### config.mk
export PLATFORM = sky130hd
export DESIGN_NAME = srgbxy_obuf
export DESIGN_NICKNAME = d
export VERILOG_FILES = /design/src/rtl/srgbxy_obuf.sv
export SDC_FILE = /design/constraint.sdc
export NUM_CORES = 1
export LEC_CHECK = 0
export ABC_CLOCK_PERIOD_IN_PS = 2200
export BUFFER_PORTS_ARGS = -buffer_cell sky130_fd_sc_hd__buf_4
export CORE_MARGIN = 1.5
export CORE_UTILIZATION = 49
export CTS_BUF_LIST = sky130_fd_sc_hd__clkbuf_8
export CTS_CLUSTER_SIZE = 12
export DETAILED_ROUTE_END_ITERATION = 16
export PLACE_DENSITY = 0.78
export REMOVE_ABC_BUFFERS = 1
export SLEW_MARGIN = 15
export SYNTH_ARGS = -nofsm -noshare
export SYNTH_HDL_FRONTEND = slang
export SYNTH_SLANG_ARGS = --single-unit
### constraint.sdc
create_clock -name clk -period 2.2 [get_ports clk]
set_clock_uncertainty 0.05 [all_clocks]
set_input_delay 0.11 -clock clk [delete_from_list [all_inputs] [get_ports clk]]
set_output_delay 0.11 -clock clk [all_outputs]
set_load 0.005 [all_outputs]
### src/rtl/srgbxy_obuf.sv
// ---------------------------------------------------------------------------
// srgbxy_obuf: two-entry output queue
// Separates the pipeline from output back pressure, room flag is registered
// ---------------------------------------------------------------------------
module srgbxy_obuf (
  input  logic        clk,
  input  logic        rst_n,
  input  logic        push,
  input  logic [32:0] push_data,
  output logic        room,
  output logic        pop_valid,
  input  logic        pop_ready,
  output logic [32:0] pop_data
);
  logic [32:0] mem_r [2];
  logic [1:0]  cnt_r;
  logic [1:0]  cnt_nxt;
  logic        wp_r;
  logic        rp_r;
  logic        pop;

  assign pop     = pop_valid && pop_ready;
  assign cnt_nxt = cnt_r + 2'(push) - 2'(pop);

  always_ff @(posedge clk) begin
    if (!rst_n) begin
      cnt_r <= '0;
      wp_r  <= 1'b0;
      rp_r  <= 1'b0;
    end else begin
      cnt_r <= cnt_nxt;
      if (push) begin
        wp_r <= !wp_r;
      end
      if (pop) begin
        rp_r <= !rp_r;
      end
    end
  end

  always_ff @(posedge clk) begin
    if (push) begin
      mem_r[wp_r] <= push_data;
    end
  end

  assign room      = (cnt_r != 2'd2);
  assign pop_valid = (cnt_r != 2'd0);
  assign pop_data  = mem_r[rp_r];

endmodule

; After elaboration in Yosys (flattened, before gate mapping)
; Memories as Yosys holds them, arrays and structs flattened. A register that Yosys moved wholly into a read port is not among the register bits.
; Index checks and enable logic that the tools add are counted.
[classes]
n_addsub = 2
mul = 0
div_mod_pow = 0
n_lt_le_gt_ge = 0
n_eq_ne = 1
shift = 0
mux = 4
n_bitwise = 0
n_reduce_logical = 4
[ops]
columns = operator, n
row1 = 1-bit 2-to-1 mux, 4
row2 = 2-bit by 1-bit adder with 2-bit output, 1
row3 = 1-bit zero test, 2
row4 = "2-bit inequality test, second input constant", 1
row5 = 2-bit nonzero test, 1
row6 = 2-bit by 1-bit subtractor with 2-bit output, 1
row7 = 1-bit logical AND, 1
[word_totals]
register_bits = 4
latchBits = 0
ram_bits = 66
romBits = 0
input_bits = 37
output_inout_bits = 35
elab_cells = 15
n_memories = 1
[memory_table]
columns = memory, words, word_bits, read_ports, rd_clocked_by_memory_dff, write_ports, line_no
row1 = mem_r, 2, 33, 1, 1, 1, 15  ; logic [32:0] mem_r [2];

; Logic depth before layout (Yosys ltp)
[depth]
ltp_word = 4
ltp_mapped = 6
depth_no_buf = 6

; Least setup slack after synthesis
; OpenSTA, ideal clock, no wires.
[synth_timing]
kind = reg-to-reg
startpoint = reg wp_r
endpoint = mem mem_r[0][0] (enable)
arrival_ns = 1.820
t_required_ns = 1.722
path_slack_ns = -0.098
stages_incl_launch_ff = 2
synth_period_minus_slack_ns = 2.298
cell_sequence = dfxtp_1 > nor2b_1
[synth_lines]
columns = element, line_no
row1 = "start, declared", 18  ; logic wp_r;
row2 = "start signal, assigned", 33  ; wp_r <= !wp_r;
row3 = "end, declared", 15
; Straight into the memory's write port.

==> results.json <==
{
  "vias_per_cell": 4.72,
  "yosys_warnings": 0,
  "clk_path_buf_depth": 2,
  "root_buffer": "clkbuf_8",
  "cts_tree": "yes",
  "register_area_mm2": 0.00208,
  "route.top_layer_used": "met4",
  "fin_setup_tns_ns": 0,
  "dieHeight_um": 78.0,
  "leakagePower_nw": 1.56,
  "layout_min_cycle_time_ns": 1.60,
  "status": "finished clean",
  "final_util_pct": 71.6,
  "synth_top_area_share_pct": 71.9,
  "drt-pass1-iter-count": 4,
  "yosysMostFrequentCell": "edfxtp_1",
  "dr_wl_met2_um": 2470,
  "ys_top_cells_by_area": "edfxtp_1 (72%), mux2_4 (16%), dfxtp_1 (3.6%), buf_6 (1.6%), mux2_2 (1.2%)",
  "fill_cells": 369,
  "worstPathRequired_ns": 2.04,
  "whs_path_depth": 3,
  "die_area_mm2": 0.00608,
  "tightest_slew_ns": 0.566,
  "synthSimpleGateAreaFrac_pct": 1.95,
  "peakVddDrop_v": 0.000688,
  "synth_compound_area_share_pct": 0.545,
  "cp-start-kind": "flop",
  "synth_top_family_by_area": "multiplexers",
  "grt_max_degree": 35,
  "synth_edf_count": 66,
  "grt_pass1_wl_um": 7910,
  "areaGrowthSynthToFinish_pct": 42.2,
  "fin_nets": 280,
  "cts_resized": 0,
  "dieWidth_um": 78.0,
  "clk_pin_slew_ns": 0.07,
  "grt_setup_unrepaired": "no",
  "synthFlopType": "edfxtp_1",
  "crit_type": "flop to output port",
  "fmax_mhz": 624,
  "path_max_fanout": 33,
  "numPortBuffers": 71,
  "fin_hold_ws_ns": 0.0761,
  "synth-xor-area-share_pct": 0.817,
  "arrival_ns": 1.44,
  "drive_above_1_share_pct": 50.8,
  "muxShareOfSynthArea_pct": 18.3,
  "htree_levels": 3,
  "num_io_pins": 72,
  "hold_path_class": "primary input to flop",
  "coreArea_mm2": 0.00547,
  "ys_top_cells_by_count": "edfxtp_1 (66), mux2_4 (30), dfxtp_1 (5), buf_6 (4), mux2_2 (3)",
  "endpoint_kind": "output port",
  "cp_slowest_cell": "mux2_2",
  "crit_chain": "buf_12 -> mux2_2 -> buf_4",
  "finalCritPeriodShare_pct": 72.8,
  "netlist_area_mm2": 0.00276,
  "clkSinkCount": 71,
  "synthAdderAreaFrac_pct": 0.908,
  "slew_viol_final": 0,
  "grt_pass1_vias": 1593,
  "cap_violations": 0,
  "synth_top_area_cell": "edfxtp_1",
  "insertion_delay_ns": 0.34,
  "ys_types": 16,
  "drt_iter0_drc": 114,
  "place_ws_ns": 0.672,
  "ys_seq_area_share_pct": 75.6,
  "wl_per_cell_um": 15.7,
  "p_per_area_mw_per_mm2": 893,
  "drc": 0,
  "post_cts_buffers": 0,
  "setup_ws_ns": 0.598,
  "max_stage_delay_ns": 0.37,
  "initial_core_util_pct": 50.3,
  "routed_wl_um": 4980,
  "cts_buffers": 9,
  "reg2regPathDepth": 6,
  "antennaDiodeCount": 0,
  "rows": 27,
  "setup_viol": 0,
  "grtUsageTotal_pct": 18.0,
  "vias": 1500,
  "place_area_mm2": 0.00339,
  "gr-total-overflow": 0,
  "netlist_instances": 126,
  "antenna_found_initial": 0,
  "gp_congestion": 0.680,
  "dr_wl_met3_um": 243,
  "async_flop_share_pct": 0,
  "avgSynthCellArea_um2": 21.9,
  "drt-met1-wl_um": 2200,
  "multiInputGateArea_um2": 628,
  "ys_seq_elements": 71,
  "ctsHoldBuffers": 34,
  "ant_nets": 0,
  "stdcell_area_mm2": 0.00392,
  "hold_viol_final": 0,
  "slew_headroom_pct": 62.3
}
## placed cells by master, fill, tap and decap left out, drive strengths merged
cell type / synthesis / final
mux2: 33 / 33
or2: 1 / 1
o21a: 2 / 2
mux2i: 2 / 2
edfxtp: 66 / 66
buf: 4 / 74
inv: 2 / 2
clkinvlp: 0 / 1
dlygate4sd3: 0 / 34
clkbuf: 0 / 9
nand2b: 1 / 1
bufinv: 0 / 1
ha: 2 / 2
xnor3: 1 / 1
clkinv: 0 / 5
and2: 2 / 2
dfxtp: 5 / 5
nor2b: 3 / 3
nand2: 2 / 2
## cell type report
class / count / share of cell area, %
flip-flops and latches: 71 / 53.2
multi-input cells: 49 / 16.0
clock inverters: 7 / 1.63
inverters: 2 / 0.192
well taps: 72 / 2.30
clock buffers: 9 / 3.16
repair buffers: 108 / 23.5
## metrics by stage
step / total power, W / std cells
2_1_floorplan: 0.00215 / 122
3_3_place_gp: 0.00248 / 268
3_5_place_dp: 0.00252 / 268
4_1_cts: 0.00354 / 318
5_1_grt: 0.00368 / 318
6_report: 0.00350 / 318
## kinds of logic after synthesis
logic type | Yosys count
xor gates and xnor gates | 1
adders and majority gates | 2
buffers and inverters | 6
and+or+nand+nor | 9
muxes | 35
AOI/OAI and AO/OA | 2
DFF | 71
## where the power goes
group	internal [W]	switching [W]	total [W]
clock network	0.000513	0.000458	0.000971
registers	0.00158	0.0000388	0.00162
logic	0.000582	0.000330	0.000912
total	0.00267	0.000826	0.00350
## sequential cells by signal, indices dropped and copies added (netlist names), named ones only
name and count:
wp_r 1, rp_r 1, cnt_r 2, mem_r 66
## worst max-delay path, delay by kind of cell (launching register included)
kind,cells,cell delay (ns)
flops,1,0.34
mux,1,0.37
buf+inv,2,0.39
## per-layer routing
| layer | vias to the layer above | track usage, % |
|---|---|---|
| met2 | 59 | 28.9 |
| li1 | 717 | - |
| met3 | 6 | 6.00 |
| met5 | - | 0 |
| met1 | 718 | 22.3 |
| met4 | 0 | 8.04 |
## worst paths after layout
kind / startpoint / endpoint / slack [ns]
max: flop / pop_data[32] / 0.60
min: push / wp_r / 0.08
max reg2reg: cnt_r[1] / cnt_r[1] / 0.69
min reg2reg: rp_r / flop / 0.45
(Power assumes the default switching activity.)
