File: src/rtl/srgbxy_pkg.sv
// ---------------------------------------------------------------------------
// srgbxy_pkg: shared constants and table builders
// sRGB to xy converter constants, matrix and linearization curve generator
// ---------------------------------------------------------------------------
package srgbxy_pkg;

  localparam int unsigned LIN_FRAC_DEF = 16;
  localparam int unsigned QUOT_BITS    = 16;
  localparam int unsigned CFG_IDX_W    = 8;

  localparam logic [15:0] DEF_X_RST = 16'd20492;
  localparam logic [15:0] DEF_Y_RST = 16'd21561;

  typedef enum logic [CFG_IDX_W-1:0] {
    REG_DEFAULT_X = 8'd0,
    REG_DEFAULT_Y = 8'd1
  } cfg_reg_t;

  // srgb (d65) to xyz, q0.16, row major
  localparam logic [15:0] MAT [9] = '{
    16'd27031, 16'd23434, 16'd11825,
    16'd13938, 16'd46868, 16'd4730,
    16'd1267,  16'd7811,  16'd62279
  };

  // gamma curve in q0.30, evaluated at elaboration only
  function automatic longint unsigned curve30(int unsigned v);
    longint unsigned one30;
    longint unsigned b;
    longint unsigned q;
    longint unsigned lo;
    longint unsigned hi;
    longint unsigned mid;
    longint unsigned p;
    one30 = 64'd1 << 30;
    if (v <= 10) begin
      return (longint'(v) * 10 * one30 + 16473) / 32946;
    end
    b  = ((longint'(v) * 1000 + 14025) * one30 + 134512) / 269025;
    q  = (b * b + (one30 >> 1)) >> 30;
    lo = 0;
    hi = one30;
    while (lo < hi) begin
      mid = lo + (hi - lo + 1) / 2;
      p = mid;
      for (int k = 0; k < 4; k++) begin
        p = (p * mid) >> 30;
      end
      if (p <= q) begin
        lo = mid;
      end else begin
        hi = mid - 1;
      end
    end
    return (q * lo + (one30 >> 1)) >> 30;
  endfunction

  // one table entry in q0.f, saturated below 1.0
  function automatic int unsigned lin_entry(int unsigned v, int unsigned f);
    longint unsigned l;
    longint unsigned maxv;
    int unsigned     sh;
    sh   = 30 - f;
    maxv = (64'd1 << f) - 1;
    l    = (curve30(v) + (64'd1 << (sh - 1))) >> sh;
    if (l > maxv) begin
      l = maxv;
    end
    return int'(l);
  endfunction

endpackage

File: src/rtl/srgbxy_front.sv
// ---------------------------------------------------------------------------
// srgbxy_front: linearize, matrix and dividend setup
// Four register stages: table lookup, products, row sums, sum and dividends
// ---------------------------------------------------------------------------
module srgbxy_front #(
  parameter int unsigned LINEAR_FRAC_BITS = srgbxy_pkg::LIN_FRAC_DEF
) (
  input  logic                         clk,
  input  logic                         rst_n,
  input  logic                         en,
  input  logic                         in_valid,
  input  logic [7:0]                   red,
  input  logic [7:0]                   green,
  input  logic [7:0]                   blue,
  output logic                         out_valid,
  output logic [LINEAR_FRAC_BITS+17:0] sum,
  output logic [LINEAR_FRAC_BITS+31:0] num_x,
  output logic [LINEAR_FRAC_BITS+31:0] num_y,
  output logic                         black
);
  import srgbxy_pkg::*;

  localparam int unsigned F  = LINEAR_FRAC_BITS;
  localparam int unsigned PW = F + 16;
  localparam int unsigned SW = F + 18;
  localparam int unsigned NW = F + 32;

  logic [F-1:0] rom [256];

  for (genvar g = 0; g < 256; g++) begin : g_rom
    localparam logic [F-1:0] ENTRY = F'(lin_entry(g, F));
    assign rom[g] = ENTRY;
  end

  logic [F-1:0]  lin_r  [3];
  logic [PW-1:0] prod_r [9];
  logic [SW-1:0] xyz_r  [3];
  logic [SW-1:0] sum_r;
  logic [NW-1:0] nx_r;
  logic [NW-1:0] ny_r;
  logic          black_r;
  logic [3:0]    vld_r;

  logic [SW-1:0] sum_nxt;

  assign sum_nxt = xyz_r[0] + xyz_r[1] + xyz_r[2];

  always_ff @(posedge clk) begin
    if (!rst_n) begin
      vld_r <= '0;
    end else if (en) begin
      vld_r <= {vld_r[2:0], in_valid};
    end
  end

  always_ff @(posedge clk) begin
    if (en) begin
      lin_r[0] <= rom[red];
      lin_r[1] <= rom[green];
      lin_r[2] <= rom[blue];
      for (int i = 0; i < 9; i++) begin
        prod_r[i] <= PW'(MAT[i]) * PW'(lin_r[i % 3]);
      end
      for (int r = 0; r < 3; r++) begin
        xyz_r[r] <= SW'(prod_r[3*r]) + SW'(prod_r[3*r+1]) + SW'(prod_r[3*r+2]);
      end
      sum_r   <= sum_nxt;
      // times 65535 as shift and subtract
      nx_r    <= (NW'(xyz_r[0]) << 16) - NW'(xyz_r[0]);
      ny_r    <= (NW'(xyz_r[1]) << 16) - NW'(xyz_r[1]);
      black_r <= (sum_nxt == '0);
    end
  end

  assign out_valid = vld_r[3];
  assign sum       = sum_r;
  assign num_x     = nx_r;
  assign num_y     = ny_r;
  assign black     = black_r;

endmodule

File: config.mk
export PLATFORM = sky130hd
export DESIGN_NAME = srgbxy_front
export DESIGN_NICKNAME = d
export VERILOG_FILES = /design/src/rtl/srgbxy_pkg.sv /design/src/rtl/srgbxy_front.sv
export SDC_FILE = /design/constraint.sdc
export NUM_CORES = 2
export LEC_CHECK = 0
export BUFFER_PORTS_ARGS = -buffer_cell sky130_fd_sc_hd__buf_2
export CELL_PAD_IN_SITES_DETAIL_PLACEMENT = 1
export CELL_PAD_IN_SITES_GLOBAL_PLACEMENT = 2
export CORE_MARGIN = 2
export CORE_UTILIZATION = 38
export DETAILED_ROUTE_END_ITERATION = 10
export PLACE_DENSITY = 0.87
export SLEW_MARGIN = 40
export SYNTH_ARGS = -nofsm -noshare
export SYNTH_HDL_FRONTEND = slang
export SYNTH_SLANG_ARGS = --single-unit
File: constraint.sdc
create_clock -name clk -period 6.7 [get_ports clk]
set_clock_uncertainty 0.15 [all_clocks]
set_input_delay 1.675 -clock clk [delete_from_list [all_inputs] [get_ports clk]]
set_output_delay 1.675 -clock clk [all_outputs]
set_load 0.05 [all_outputs]
; Word-level counts from Yosys, hierarchy flattened
; Memory sizes are Yosys's and may differ from the RTL's.
; Index checks and enable logic that the tools add are counted.
[totals]
out_inout_bits = 132
romBits = 12288
elab_cells = 45
register_bits = 135
input_bits = 28
mem_count = 6
mem_bits_rw = 438
[mem_list]
columns = memory, depth, width, read_ports, rd_ports_with_merged_regs, wr, line_no
row1 = (no name shown), 256, 16, 1, 0, 0, srgbxy_front.sv:60  ; lin_r[2] <= rom[blue];
row2 = (no name shown), 256, 16, 1, 0, 0, srgbxy_front.sv:59  ; lin_r[1] <= rom[green];
row3 = (no name shown), 256, 16, 1, 0, 0, srgbxy_front.sv:58  ; lin_r[0] <= rom[red];
row4 = prod_r, 9, 32, 9, 0, 9, srgbxy_front.sv:36  ; logic [PW-1:0] prod_r [9];
row5 = xyz_r, 3, 34, 3, 0, 3, srgbxy_front.sv:37  ; logic [SW-1:0] xyz_r [3];
row6 = lin_r, 3, 16, 3, 0, 3, srgbxy_front.sv:35  ; logic [F-1:0] lin_r [3];
[op_classes]
multipliers = 9
n_mux = 8
add_sub_neg = 10
n_lt_le_gt_ge = 3
bitwise = 3
n_reduce_logical = 1
[op_table]
columns = operator, count
row1 = $add A33 B32 Y34, 3
row2 = $add A32 B32 Y33, 3
row3 = $mux W16, 6
row4 = $sub A48 B34 Y48, 2
row5 = $mul A14 B16 Y30 const A, 3
row6 = $add A34 B34 Y34, 2
row7 = $mul A13 B16 Y29 const A, 2
row8 = $logic_not A34 Y1, 1
row9 = $mul A16 B16 Y32 const A, 1
row10 = $mul A15 B16 Y31 const A, 1
row11 = $mul A12 B16 Y28 const A, 1
row12 = $ge A9 B9 Y1 const B, 3
row13 = $mul A11 B16 Y27 const A, 1
row14 = $not A8 Y9, 3
row15 = $mux W1, 2

; Depth between registers and ports, before layout
[depth]
ltp_word = 4
mapped_depth = 25
mapped_depth_nobuf = 25

; Worst setup path before layout
; No wires, ideal clock.
[synth_timing]
path_kind = register -> register
startpoint = memory lin_r[0][37] in the netlist's numbering
endpoint = memory prod_r[0][93] in the netlist's numbering, data pin
t_arrival_ns = 5.829
t_required_ns = 6.290
setup_slack_ns = 0.461
n_path_buf = 0
stages_incl_launch_ff = 23
setup_ns = 0.260
period_less_slack_ns = 6.239
path_cell_list = edfxtp_1 > ha_1 > fa_1 > inv_1 > fa_1 > fa_1 > inv_1 > fa_1 > inv_1 > fa_1 > inv_1 > ha_1 > nand3_1 > nand2_1 > a21oi_1 > o31ai_1 > and2_1 > nor4_1 > o31ai_1 > or4_1 > a311o_1 > a21oi_1 > xnor2_1
[synth_lines]
columns = element, line_no
row1 = "start, declared", srgbxy_front.sv:35
row2 = "end, declared", srgbxy_front.sv:36

==> impl_metrics.py <==
metrics = {
    "run_status": {
        "outcome": "finished clean",
    },
    "grt": {
        "grt_overflow_total": 0,
        "first_global_vias": 59700,
        "antenna_found_initial": 16,
        "grt_use_total_pct": 27.6,
        "grt_pass1_wl_um": 382000,
        "grt_max_degree": 167,
    },
    "timing": {
        "min_period_ns": 6.51,
        "maxSlewHeadroom_pct": 43.1,
        "tightestPinTransition_ns": 0.853,
        "fin_crit_sh_pct": 97.2,
        "setup-violations-final": 0,
        "max_freq_mhz": 154,
        "hold_viol": 0,
        "slew_violations": 0,
        "tns_ns": 0,
    },
    "synthesis": {
        "ys_types": 92,
        "synth-compound-area-share_pct": 16.8,
        "synth_most_common_cell": "inv_1",
        "synth_area_leaders": "edfxtp_1, fa_1, ha_1",
        "syn_area_per_cell_sq_um": 9.46,
        "synth_edf_count": 503,
        "synth-simple-area-share_pct": 10.2,
        "yosysWarnings": 0,
        "synth_seq_cells": 507,
        "syn_nets": 8879,
        "yosys.area_share.adder_pct": 37.4,
        "synth_top_family_by_area": "adder cells",
        "yosysTopAreaCellShare_pct": 22.2,
        "synthCells": 7205,
        "syn-cell-area_sq_mm": 0.0682,
        "synthFlopType": "edfxtp_1",
        "synth_xor_area_share_pct": 4.83,
        "synthArstFlopShare_pct": 0,
        "netlist_top_cells_count": "inv_1, ha_1, fa_1",
        "yosysSeqAreaShare_pct": 22.3,
        "synth.area.mux_share_pct": 1.15,
        "synth_top_area_cell": "edfxtp_1",
    },
    "drt": {
        "final_antenna_net_count": 0,
        "drtIter0Drc": 4766,
        "drt_pass1_iterations": 5,
        "wire_per_inst_um": 26.3,
        "drt_wl_total_um": 256000,
        "drc": 0,
        "via_per_inst": 5.80,
        "via_count": 56400,
    },
    "job": {
        "maxCapViolCount": 0,
    },
    "placement": {
        "gp_congestion": 0.984,
        "dpl.hpwl_um": 208000,
        "numPortBuffers": 158,
    },
    "final_layout": {
        "drive_above_1_share_pct": 7.48,
        "syn_to_final_growth_pct": 9.23,
        "nets": 8990,
    },
    "worst_setup_path": {
        "worstReg2RegEnd": "prod_r[0][286]",
        "end_kind": "register",
        "r2r_start": "lin_r[0][35]",
        "path_max_fanout": 11,
        "crit_type": "register to register",
        "r2r_setup_slack_ns": 0.19,
        "cp_data_required_time_ns": 6.97,
        "worstPathArrival_ns": 6.78,
        "reg2regPathDepth": 20,
        "start_kind": "register",
    },
    "clocking": {
        "clk_latency_ns": 0.68,
        "path_clk_slew_ns": 0.07,
        "clockBufferDepth": 3,
        "numClockSinks": 507,
        "hold_buffers": 0,
        "root_buffer": "clkbuf_16",
        "htree_levels": 2,
        "cts_inserted_buffers": 56,
        "cts_tree": "done",
    },
    "floorplanning": {
        "dieArea_sq_mm": 0.183,
        "rows": 155,
        "coreArea_sq_mm": 0.178,
        "die_y_um": 428,
        "io_pins": 160,
        "die_w_um": 428,
        "start_util_pct": 38.2,
    },
    "min_path": {
        "worst_hold_path_type": "register to register",
        "min_from": "vld_r[0]",
        "min_to": "vld_r[0]",
        "whs_path_depth": 2,
    },
}
-- worst max-delay path by stage --
stage                      start              to  slack (ns)  cells after the start
detailed placement  lin_r[0][10]   prod_r[0][29]        0.06                     20
global route        lin_r[0][33]   prod_r[0][93]       -0.02                     22
finish              lin_r[0][35]  prod_r[0][286]        0.19                     20
floorplan           lin_r[0][37]   prod_r[0][93]        0.46                     22
global placement    lin_r[0][36]  prod_r[0][287]        0.17                     21
CTS                 lin_r[0][10]   prod_r[0][29]        0.07                     20
-- routing by layer --
layer / track usage [%] / wire length [um]
met1: 35.3 / 106000
met4: 13.3 / 14200
met2: 46.7 / 121000
met3: 3.05 / 13900
met5: 0 / 65
-- registers in the layout (all words and copies together), names as in the netlist --
name	count
xyz_r	97
sum	34
prod_r	229
num_y	46
num_x	48
black	1
lin_r	48
vld_r	4
-- cell families (layout without fill, tap and decap cells) --
kind of cell / Yosys count / in the layout
mux: 43 / 43
other cells: 1 / 6
simple gates: 1492 / 1492
fa+ha+maj: 1646 / 1646
xor+xnor: 376 / 376
buf+inv: 1329 / 1487
flops: 507 / 507
compound gates: 1811 / 1811
-- final cells by class --
class	instances	area, sq um
multi-input combinational	5369	48100
clock inverter	47	548
timing repair buffer	343	2350
clock buffer	58	1430
inverter	1039	3900
tap	2355	2950
antenna	5	12.5
sequential	507	15200
fill	20400	104000
-- repair_timing --
action | 4_1_cts | 5_1_grt
endpoints found under the setup margin | 0 | 16
gates resized for setup | 0 | 21
buffers inserted | 0 | 12
-- through the flow --
step                      hold slack [ns]  setup slack, ns  util, %  instances  cell area [sq um]
after floorplan                     0.332            0.461        -       7205              68200
after global placement              0.349            0.174     40.5       9601              72300
after detailed placement            0.366           0.0582     40.5       9601              72300
after CTS                           0.381           0.0706     41.6       9706              74300
after global routing                0.429          -0.0246     41.7       9720              74500
final                               0.374            0.189     41.7       9723              74500
-- critical path, cell delays in order, from the launching register on --
cell,delay (ns)
edfxtp_1,0.46
buf_4,0.24
ha_1,0.39
ha_1,0.24
fa_1,0.52
inv_1,0.06
fa_1,0.51
fa_1,0.55
inv_1,0.06
fa_1,0.49
ha_1,0.39
o21a_1,0.21
o21ai_0,0.24
a31oi_2,0.11
a221o_1,0.42
a31oi_1,0.28
a211o_1,0.20
nor2b_1,0.08
or3_1,0.35
a21oi_1,0.18
xnor2_1,0.10
-- cells in the final DEF, fill, tap and decap left out, types with 148 or more instances in the layout --
cell type,Yosys,routed
ha_1,991,987
inv_1,1034,1031
xnor2_1,284,284
nor2_1,465,462
buf_2,0,148
a21oi_1,535,532
nand2_1,428,428
o21ai_0,422,418
edfxtp_1,503,503
fa_1,655,655
buf_4,2,182
Power is not shown: default switching activity piles up to over one toggle a cycle in this logic, so the estimate is an artifact.
