==> config.mk <==
export PLATFORM = sky130hd
export DESIGN_NAME = srgbxy_div_cell
export DESIGN_NICKNAME = d
export VERILOG_FILES = /design/src/rtl/srgbxy_pkg.sv /design/src/rtl/srgbxy_div_cell.sv
export SDC_FILE = /design/constraint.sdc
export NUM_CORES = 1
export LEC_CHECK = 0
export BUFFER_PORTS_ARGS = -buffer_cell sky130_fd_sc_hd__buf_2
export CORE_MARGIN = 3
export CORE_UTILIZATION = 51
export CTS_CLUSTER_DIAMETER = 120
export DETAILED_ROUTE_END_ITERATION = 12
export PLACE_DENSITY = 0.84
export SYNTH_ARGS = -nofsm -noshare
export SYNTH_HDL_FRONTEND = slang
export SYNTH_SLANG_ARGS = --single-unit
==> constraint.sdc <==
create_clock -name clk -period 3.75 [get_ports clk]
set_input_delay 0.1875 -clock clk [delete_from_list [all_inputs] [get_ports clk]]
set_output_delay 0.1875 -clock clk [all_outputs]
set_load 0.1 [all_outputs]
==> src/rtl/srgbxy_pkg.sv <==
// ---------------------------------------------------------------------------
// srgbxy_pkg: shared constants and table builders
// sRGB to xy converter constants, matrix and linearization curve generator
// ---------------------------------------------------------------------------
package srgbxy_pkg;

  localparam int unsigned LIN_FRAC_DEF = 16;
  localparam int unsigned QUOT_BITS    = 16;
  localparam int unsigned CFG_IDX_W    = 8;

  localparam logic [15:0] DEF_X_RST = 16'd20492;
  localparam logic [15:0] DEF_Y_RST = 16'd21561;

  typedef enum logic [CFG_IDX_W-1:0] {
    REG_DEFAULT_X = 8'd0,
    REG_DEFAULT_Y = 8'd1
  } cfg_reg_t;

  // srgb (d65) to xyz, q0.16, row major
  localparam logic [15:0] MAT [9] = '{
    16'd27031, 16'd23434, 16'd11825,
    16'd13938, 16'd46868, 16'd4730,
    16'd1267,  16'd7811,  16'd62279
  };

  // gamma curve in q0.30, evaluated at elaboration only
  function automatic longint unsigned curve30(int unsigned v);
    longint unsigned one30;
    longint unsigned b;
    longint unsigned q;
    longint unsigned lo;
    longint unsigned hi;
    longint unsigned mid;
    longint unsigned p;
    one30 = 64'd1 << 30;
    if (v <= 10) begin
      return (longint'(v) * 10 * one30 + 16473) / 32946;
    end
    b  = ((longint'(v) * 1000 + 14025) * one30 + 134512) / 269025;
    q  = (b * b + (one30 >> 1)) >> 30;
    lo = 0;
    hi = one30;
    while (lo < hi) begin
      mid = lo + (hi - lo + 1) / 2;
      p = mid;
      for (int k = 0; k < 4; k++) begin
        p = (p * mid) >> 30;
      end
      if (p <= q) begin
        lo = mid;
      end else begin
        hi = mid - 1;
      end
    end
    return (q * lo + (one30 >> 1)) >> 30;
  endfunction

  // one table entry in q0.f, saturated below 1.0
  function automatic int unsigned lin_entry(int unsigned v, int unsigned f);
    longint unsigned l;
    longint unsigned maxv;
    int unsigned     sh;
    sh   = 30 - f;
    maxv = (64'd1 << f) - 1;
    l    = (curve30(v) + (64'd1 << (sh - 1))) >> sh;
    if (l > maxv) begin
      l = maxv;
    end
    return int'(l);
  endfunction

endpackage

==> src/rtl/srgbxy_div_cell.sv <==
// ---------------------------------------------------------------------------
// srgbxy_div_cell: one quotient bit of the x and y division
// Restoring compare and subtract against the divisor shifted by BIT_POS
// ---------------------------------------------------------------------------
module srgbxy_div_cell #(
  parameter int unsigned LINEAR_FRAC_BITS = srgbxy_pkg::LIN_FRAC_DEF,
  parameter int unsigned BIT_POS          = 0
) (
  input  logic                         clk,
  input  logic                         rst_n,
  input  logic                         en,
  input  logic                         in_valid,
  input  logic [LINEAR_FRAC_BITS+17:0] in_sum,
  input  logic [LINEAR_FRAC_BITS+31:0] in_rem_x,
  input  logic [LINEAR_FRAC_BITS+31:0] in_rem_y,
  input  logic [15:0]                  in_q_x,
  input  logic [15:0]                  in_q_y,
  input  logic                         in_black,
  output logic                         out_valid,
  output logic [LINEAR_FRAC_BITS+17:0] out_sum,
  output logic [LINEAR_FRAC_BITS+31:0] out_rem_x,
  output logic [LINEAR_FRAC_BITS+31:0] out_rem_y,
  output logic [15:0]                  out_q_x,
  output logic [15:0]                  out_q_y,
  output logic                         out_black
);
  localparam int unsigned NW = LINEAR_FRAC_BITS + 32;
  localparam int unsigned CW = NW + 2;

  logic [CW-1:0] dsh;
  logic          ge_x;
  logic          ge_y;

  logic                         vld_r;
  logic [LINEAR_FRAC_BITS+17:0] sum_r;
  logic [NW-1:0]                rx_r;
  logic [NW-1:0]                ry_r;
  logic [15:0]                  qx_r;
  logic [15:0]                  qy_r;
  logic                         black_r;

  assign dsh  = CW'(in_sum) << BIT_POS;
  assign ge_x = CW'(in_rem_x) >= dsh;
  assign ge_y = CW'(in_rem_y) >= dsh;

  always_ff @(posedge clk) begin
    if (!rst_n) begin
      vld_r <= 1'b0;
    end else if (en) begin
      vld_r <= in_valid;
    end
  end

  always_ff @(posedge clk) begin
    if (en) begin
      sum_r   <= in_sum;
      rx_r    <= ge_x ? in_rem_x - dsh[NW-1:0] : in_rem_x;
      ry_r    <= ge_y ? in_rem_y - dsh[NW-1:0] : in_rem_y;
      qx_r    <= {in_q_x[14:0], ge_x};
      qy_r    <= {in_q_y[14:0], ge_y};
      black_r <= in_black;
    end
  end

  assign out_valid = vld_r;
  assign out_sum   = sum_r;
  assign out_rem_x = rx_r;
  assign out_rem_y = ry_r;
  assign out_q_x   = qx_r;
  assign out_q_y   = qy_r;
  assign out_black = black_r;

endmodule

=== After elaboration in Yosys (flattened, before gate mapping) ===
Index checks and enable logic that the tools add are counted.
W data, S select, Z words.

* Register bits: 164
* Word-level logic and storage cells: 13
* Output and inout bits: 164
* Input port bits: 167

* Magnitude comparators: 2
* Muxes and demuxes: 2
* $add $sub $neg: 2

{| class="wikitable"
|+ Operator list
! operator !! number
|-
| $ge A48 B34 Y1 || 2
|-
| $mux W48 || 2
|-
| $sub A48 B34 Y48 || 2
|}

=== Depth between registers and ports, before layout ===
* Depth in word-level cells: 2
* Gate-level depth with buffers: 13
* Gate-level depth less buffers: 13

=== Worst setup path before layout ===
OpenSTA, ideal clock, no wires.

* Path type: in2reg
* Start point: input port in_rem_y[0]
* End point: register ry_r[41] (netlist: out_rem_y[41]), data pin
* Path buffers: 0
* Data required time: 3481 ps
* Stages: 12
* Data arrival time: 2637 ps
* Setup slack: 844 ps
* Library setup time: 269 ps
* Cells stage by stage: inv_1 -> ha_1 -> fa_1 -> nor2b_1 -> o31a_1 -> o21ai_1 -> o31ai_2 -> o21ai_0 -> a21o_1 -> or3_4 -> a2111oi_4 -> xor2_1

* Cells in the longest elaborated chain, start to end: 2
* Elaborated cells between the ends (all ways): 3
* Those cells by class: add/sub (1); order compare (1); mux (1)

{| class="wikitable"
|+ Ends and longest elaborated chain
! what !! line !! source
|-
| start: declaration || srgbxy_div_cell.sv:15 || <nowiki>input logic [LINEAR_FRAC_BITS+31:0] in_rem_y,</nowiki>
|-
| $sub A48 B34 Y48 or $ge A48 B34 Y1 (tied branches) || srgbxy_div_cell.sv:58, srgbxy_div_cell.sv:44 ||
|-
| $mux W48 (*) || srgbxy_div_cell.sv:58 || <nowiki>ry_r <= ge_y ? in_rem_y - dsh[NW-1:0] : in_rem_y;</nowiki>
|-
| end signal: assignment || srgbxy_div_cell.sv:58 ||
|-
| end: declaration || srgbxy_div_cell.sv:37 || <nowiki>logic [NW-1:0] ry_r;</nowiki>
|}

Every way passes the cells marked *; elsewhere a longest branch is shown, timed or not.
A chain may end at the register's enable or synchronous reset.

=== Worst setup path in the final report ===
* Start point: input port in_sum[15]
* End point: register rx_r[44] (netlist: out_rem_x[44]), data pin

* Cells in the longest elaborated chain, start to end: 2
* Elaborated cells between the ends (all ways): 3
* Those cells by class: add/sub (1); order compare (1); mux (1)

{| class="wikitable"
|+ Ends and longest elaborated chain
! what !! line !! source
|-
| start: declaration || srgbxy_div_cell.sv:13 || <nowiki>input logic [LINEAR_FRAC_BITS+17:0] in_sum,</nowiki>
|-
| $sub A48 B34 Y48 or $ge A48 B34 Y1 (tied branches) || srgbxy_div_cell.sv:57, srgbxy_div_cell.sv:43 ||
|-
| $mux W48 (*) || srgbxy_div_cell.sv:57 || <nowiki>rx_r <= ge_x ? in_rem_x - dsh[NW-1:0] : in_rem_x;</nowiki>
|-
| end signal: assignment || srgbxy_div_cell.sv:57 ||
|-
| end: declaration || srgbxy_div_cell.sv:36 || <nowiki>logic [NW-1:0] rx_r;</nowiki>
|}

Marked as above.

==> results_dict.tcl <==
set metrics [dict create \
    synth.avg_cell_area_sq_um 9.98 \
    multi_input_area_sq_um 5130 \
    syn_to_final_growth_pct 30.5 \
    drive_gt1_share_pct 28.2 \
    synth_fp_nets 1279 \
    viasPerCell 5.70 \
    r2r-start "out_valid" \
    synth_seq_cells 164 \
    post-place-ws_ns 0.437 \
    drtAntennaViolNets 0 \
    insertion_delay_ns 0.44 \
    vias 9777 \
    max_slew_margin_pct 33.9 \
    slew_violations 0 \
    cts_tree "built" \
    grt_pass1_vias 9377 \
    endpoint "out_rem_x[44]" \
    port_buffers 328 \
    routedWlPerCell_microns 19.4 \
    required_ns 3.94 \
    overflow 0 \
    fin_tns_setup_ns 0 \
    final_net_count 1669 \
    synth-seq-area-share_pct 47.3 \
    final_core_util_pct 68.8 \
    cp_max_fo 19 \
    synth_cell_types 68 \
    die_y_microns 149 \
    setup_viol 0 \
    synth_flop_cell "edfxtp_1" \
    fin_ws_ns 0.233 \
    ir_drop_uv 318 \
    critPathLaunch "in_sum[15]" \
    place.gp.congestion 0.943 \
    drv_cap 0 \
    holdWs_ns 0.0255 \
    p_sw_share_pct 45.1 \
    floorplan.rows 51 \
    fin_crit_ns 3.52 \
    syn_inst 1042 \
    cts_root_buf "clkbuf_16" \
    grt_pass1_wl_mm 50.1 \
    clock_path_buffers 2 \
    dieArea_sq_um 22100 \
    cp-end-kind "flop" \
    wirelength_mm 33.2 \
    min_path_type "in2reg" \
    drt_iter0_markers 817 \
    cp_data_arrival_time_ns 3.70 \
    p_seq_share_pct 33.7 \
    synth_edf_count 163 \
    seqCellArea_sq_um 4910 \
    fillers 1438 \
    pin_count 331 \
    p_sw_mw 3.13 \
    drc_errors 0 \
    finalClockSkew_ns 0 \
    crit_path_start_kind "primary input" \
    clock_power_share_pct 24.8 \
    antenna_found_initial 6 \
    p_leak_nw 5.78 \
    syn_area_sq_um 10400 \
    hold_violations 0 \
    regToRegSetupSlack_ns 3.15 \
    dp_hpwl_mm 25.2 \
    clock-sinks 164 \
    power_frac_comb_pct 41.5 \
    cts-htree-levels 4 \
    max_freq_ghz 0.284 \
    power_density_nw_per_um2 512 \
    drt_pre_antenna_iters 5 \
    ys_warn_count 0 \
    finalCritPeriodShare_pct 93.8 \
    start_util_pct 52.7 \
    die_w_microns 149 \
    track_usage_pct 29.1 \
    hp-start "in_valid" \
    cp_slowest_stage_delay_ns 0.52 \
    r2r-end "out_valid" \
    grt_max_degree 86 \
    slowest_stage "dlygate4sd3_1" \
    async_reset_ff_share_pct 0 \
    clkTransAtPathRegs_ns 0.07 \
    rsz0062_at_grt "false" \
    outcome "completed" \
    worst_pin_slew_ns 0.978 \
    worstSetupPathType "in2reg" \
    post_cts_resized 0 \
    cts_buffers 17 \
    coreArea_sq_um 19700 \
    internal-power_mw 3.81 \
    worst-r2r-cell-count 2 \
    path_cells "dlygate4sd3_1 -> buf_2 -> inv_1 -> ha_1 -> a21o_1 -> nor3_1 -> o41ai_1 -> o31ai_1 -> o211ai_1 -> a21oi_4 -> buf_4 -> nor2_1 -> mux2_2" \
]
-- stage by stage --
step	instances	instance area (sq um)	total power, mW
final	1715	13600	6.94
after detailed placement	1613	12400	5.17
after CTS	1710	13600	6.92
after global routing	1713	13600	7.18
after global placement	1613	12400	5.14
after floorplan	1042	10400	4.61
-- worst min-delay path by stage --
stage / slack (ns) / end / cells past startpoint
floorplan: 0.29 / out_black / 0
global placement: 0.36 / out_q_y[6] / 1
global route: 0.04 / out_rem_y[33] / 3
detailed placement: 0.37 / out_q_y[8] / 1
CTS: 0.02 / out_valid / 3
finish: 0.03 / out_valid / 3
-- synthesized netlist by cell type, types with 3 or more instances --
library cell / count / area share, %
o31ai_2: 3 / 0.36
and2_1: 4 / 0.24
nand4_1: 13 / 0.78
o21ai_1: 5 / 0.24
o21a_1: 9 / 0.65
a211oi_1: 8 / 0.58
or3_1: 7 / 0.42
mux2_2: 4 / 0.43
or4_1: 3 / 0.22
xnor2_1: 44 / 3.7
nand3_1: 17 / 0.82
nor2b_1: 8 / 0.48
a21o_1: 29 / 2.1
o21ai_0: 101 / 4.9
a31oi_1: 10 / 0.60
nor4_1: 7 / 0.42
nand2_1: 138 / 5.0
nor3b_1: 3 / 0.22
clkbuf_1: 28 / 1.0
and4_1: 3 / 0.25
buf_2: 9 / 0.43
nor2_1: 63 / 2.3
a31o_2: 6 / 0.51
xor2_1: 41 / 3.5
ha_1: 68 / 8.2
or2_2: 4 / 0.24
nor3_1: 20 / 0.96
a21oi_1: 81 / 3.9
o21bai_1: 4 / 0.29
o211ai_1: 9 / 0.65
nand2b_1: 8 / 0.48
inv_1: 56 / 2.0
a221oi_1: 3 / 0.25
o31ai_1: 8 / 0.58
edfxtp_1: 163 / 47
and3_1: 10 / 0.60
-- registers in the layout (all words and copies together), names as in the netlist --
name / count
out_rem_x: 48
out_q_y: 16
out_q_x: 16
out_valid: 1
out_sum: 34
out_black: 1
out_rem_y: 48
-- routing by layer --
| layer | routed length, microns | vias to the layer above | GRT usage (%) | share of wire, % |
|---|---|---|---|---|
| met2 | 16300 | 483 | 50.5 | 49 |
| met5 | 39 | - | 0 | 0.12 |
| met4 | 1290 | 6 | 11.5 | 3.9 |
| met1 | 13000 | 4558 | 35.4 | 39 |
| met3 | 2580 | 93 | 6.29 | 7.8 |
| li1 | - | 4637 | - | - |
-- worst max-delay path: cells and delay by family --
family          cells  cell delay, ns
simple gates        2            0.35
buf+inv             4            1.00
compound gates      5            1.50
mux                 1            0.25
fa+ha+maj           1            0.41
-- power by group through the flow --
| stage | Clock [mW] | Sequential (mW) | Combinational, mW |
|---|---|---|---|
| after global placement | 0 | 2.37 | 2.77 |
| after CTS | 1.72 | 2.34 | 2.86 |
| after floorplan | 0 | 3.91 | 0.691 |
| after global routing | 1.81 | 2.36 | 3.01 |
| final | 1.72 | 2.34 | 2.88 |
| after detailed placement | 0 | 2.38 | 2.80 |
-- placed cells by master, fill, tap and decap left out, types with 5 or more instances in the layout --
cell,count
a211oi_1,8
a21o_1,28
a21oi_1,80
a31o_2,6
a31oi_1,10
and3_1,10
buf_2,327
buf_4,15
clkbuf_16,17
diode_2,5
dlygate4sd3_1,65
edfxtp_1,163
ha_1,68
inv_1,56
inv_6,5
nand2_1,138
nand2b_1,8
nand3_1,17
nand4_1,13
nor2_1,63
nor2b_1,8
nor3_1,20
nor4_1,7
o211ai_1,9
o21a_1,9
o21ai_0,101
o21ai_1,5
o31ai_1,8
or3_1,7
xnor2_1,44
xor2_1,41
-- timing repair --
item | 4_1_cts | 5_1_grt
hold buffers | 65 | 0
hold endpoints to repair | 65 | 0
endpoints found under the setup margin | 0 | 0
setup buffers | 0 | 0
-- cell type report --
type	instances	share of cell area [%]
Sequential cell	164	36.2
Timing Repair Buffer	408	17.8
Clock inverter	14	0.922
Clock buffer	18	3.16
Antenna cell	5	0.0922
Multi-Input combinational cell	785	37.8
Tap cell	265	2.44
Inverter	56	1.55
-- cell families (layout without fill, tap and decap cells) --
kind of cell	Yosys count	count (layout)	synth area share (%)
xor gates and xnor gates	85	85	7.16
adders and majority gates	70	70	8.57
AOI/OAI and AO/OA	307	307	18.7
and+or+nand+nor	318	318	14.3
muxes	5	5	0.529
DFF	164	164	47.3
buffers and inverters	93	496	3.47
other	0	5	0
(Power assumes the default switching activity.)
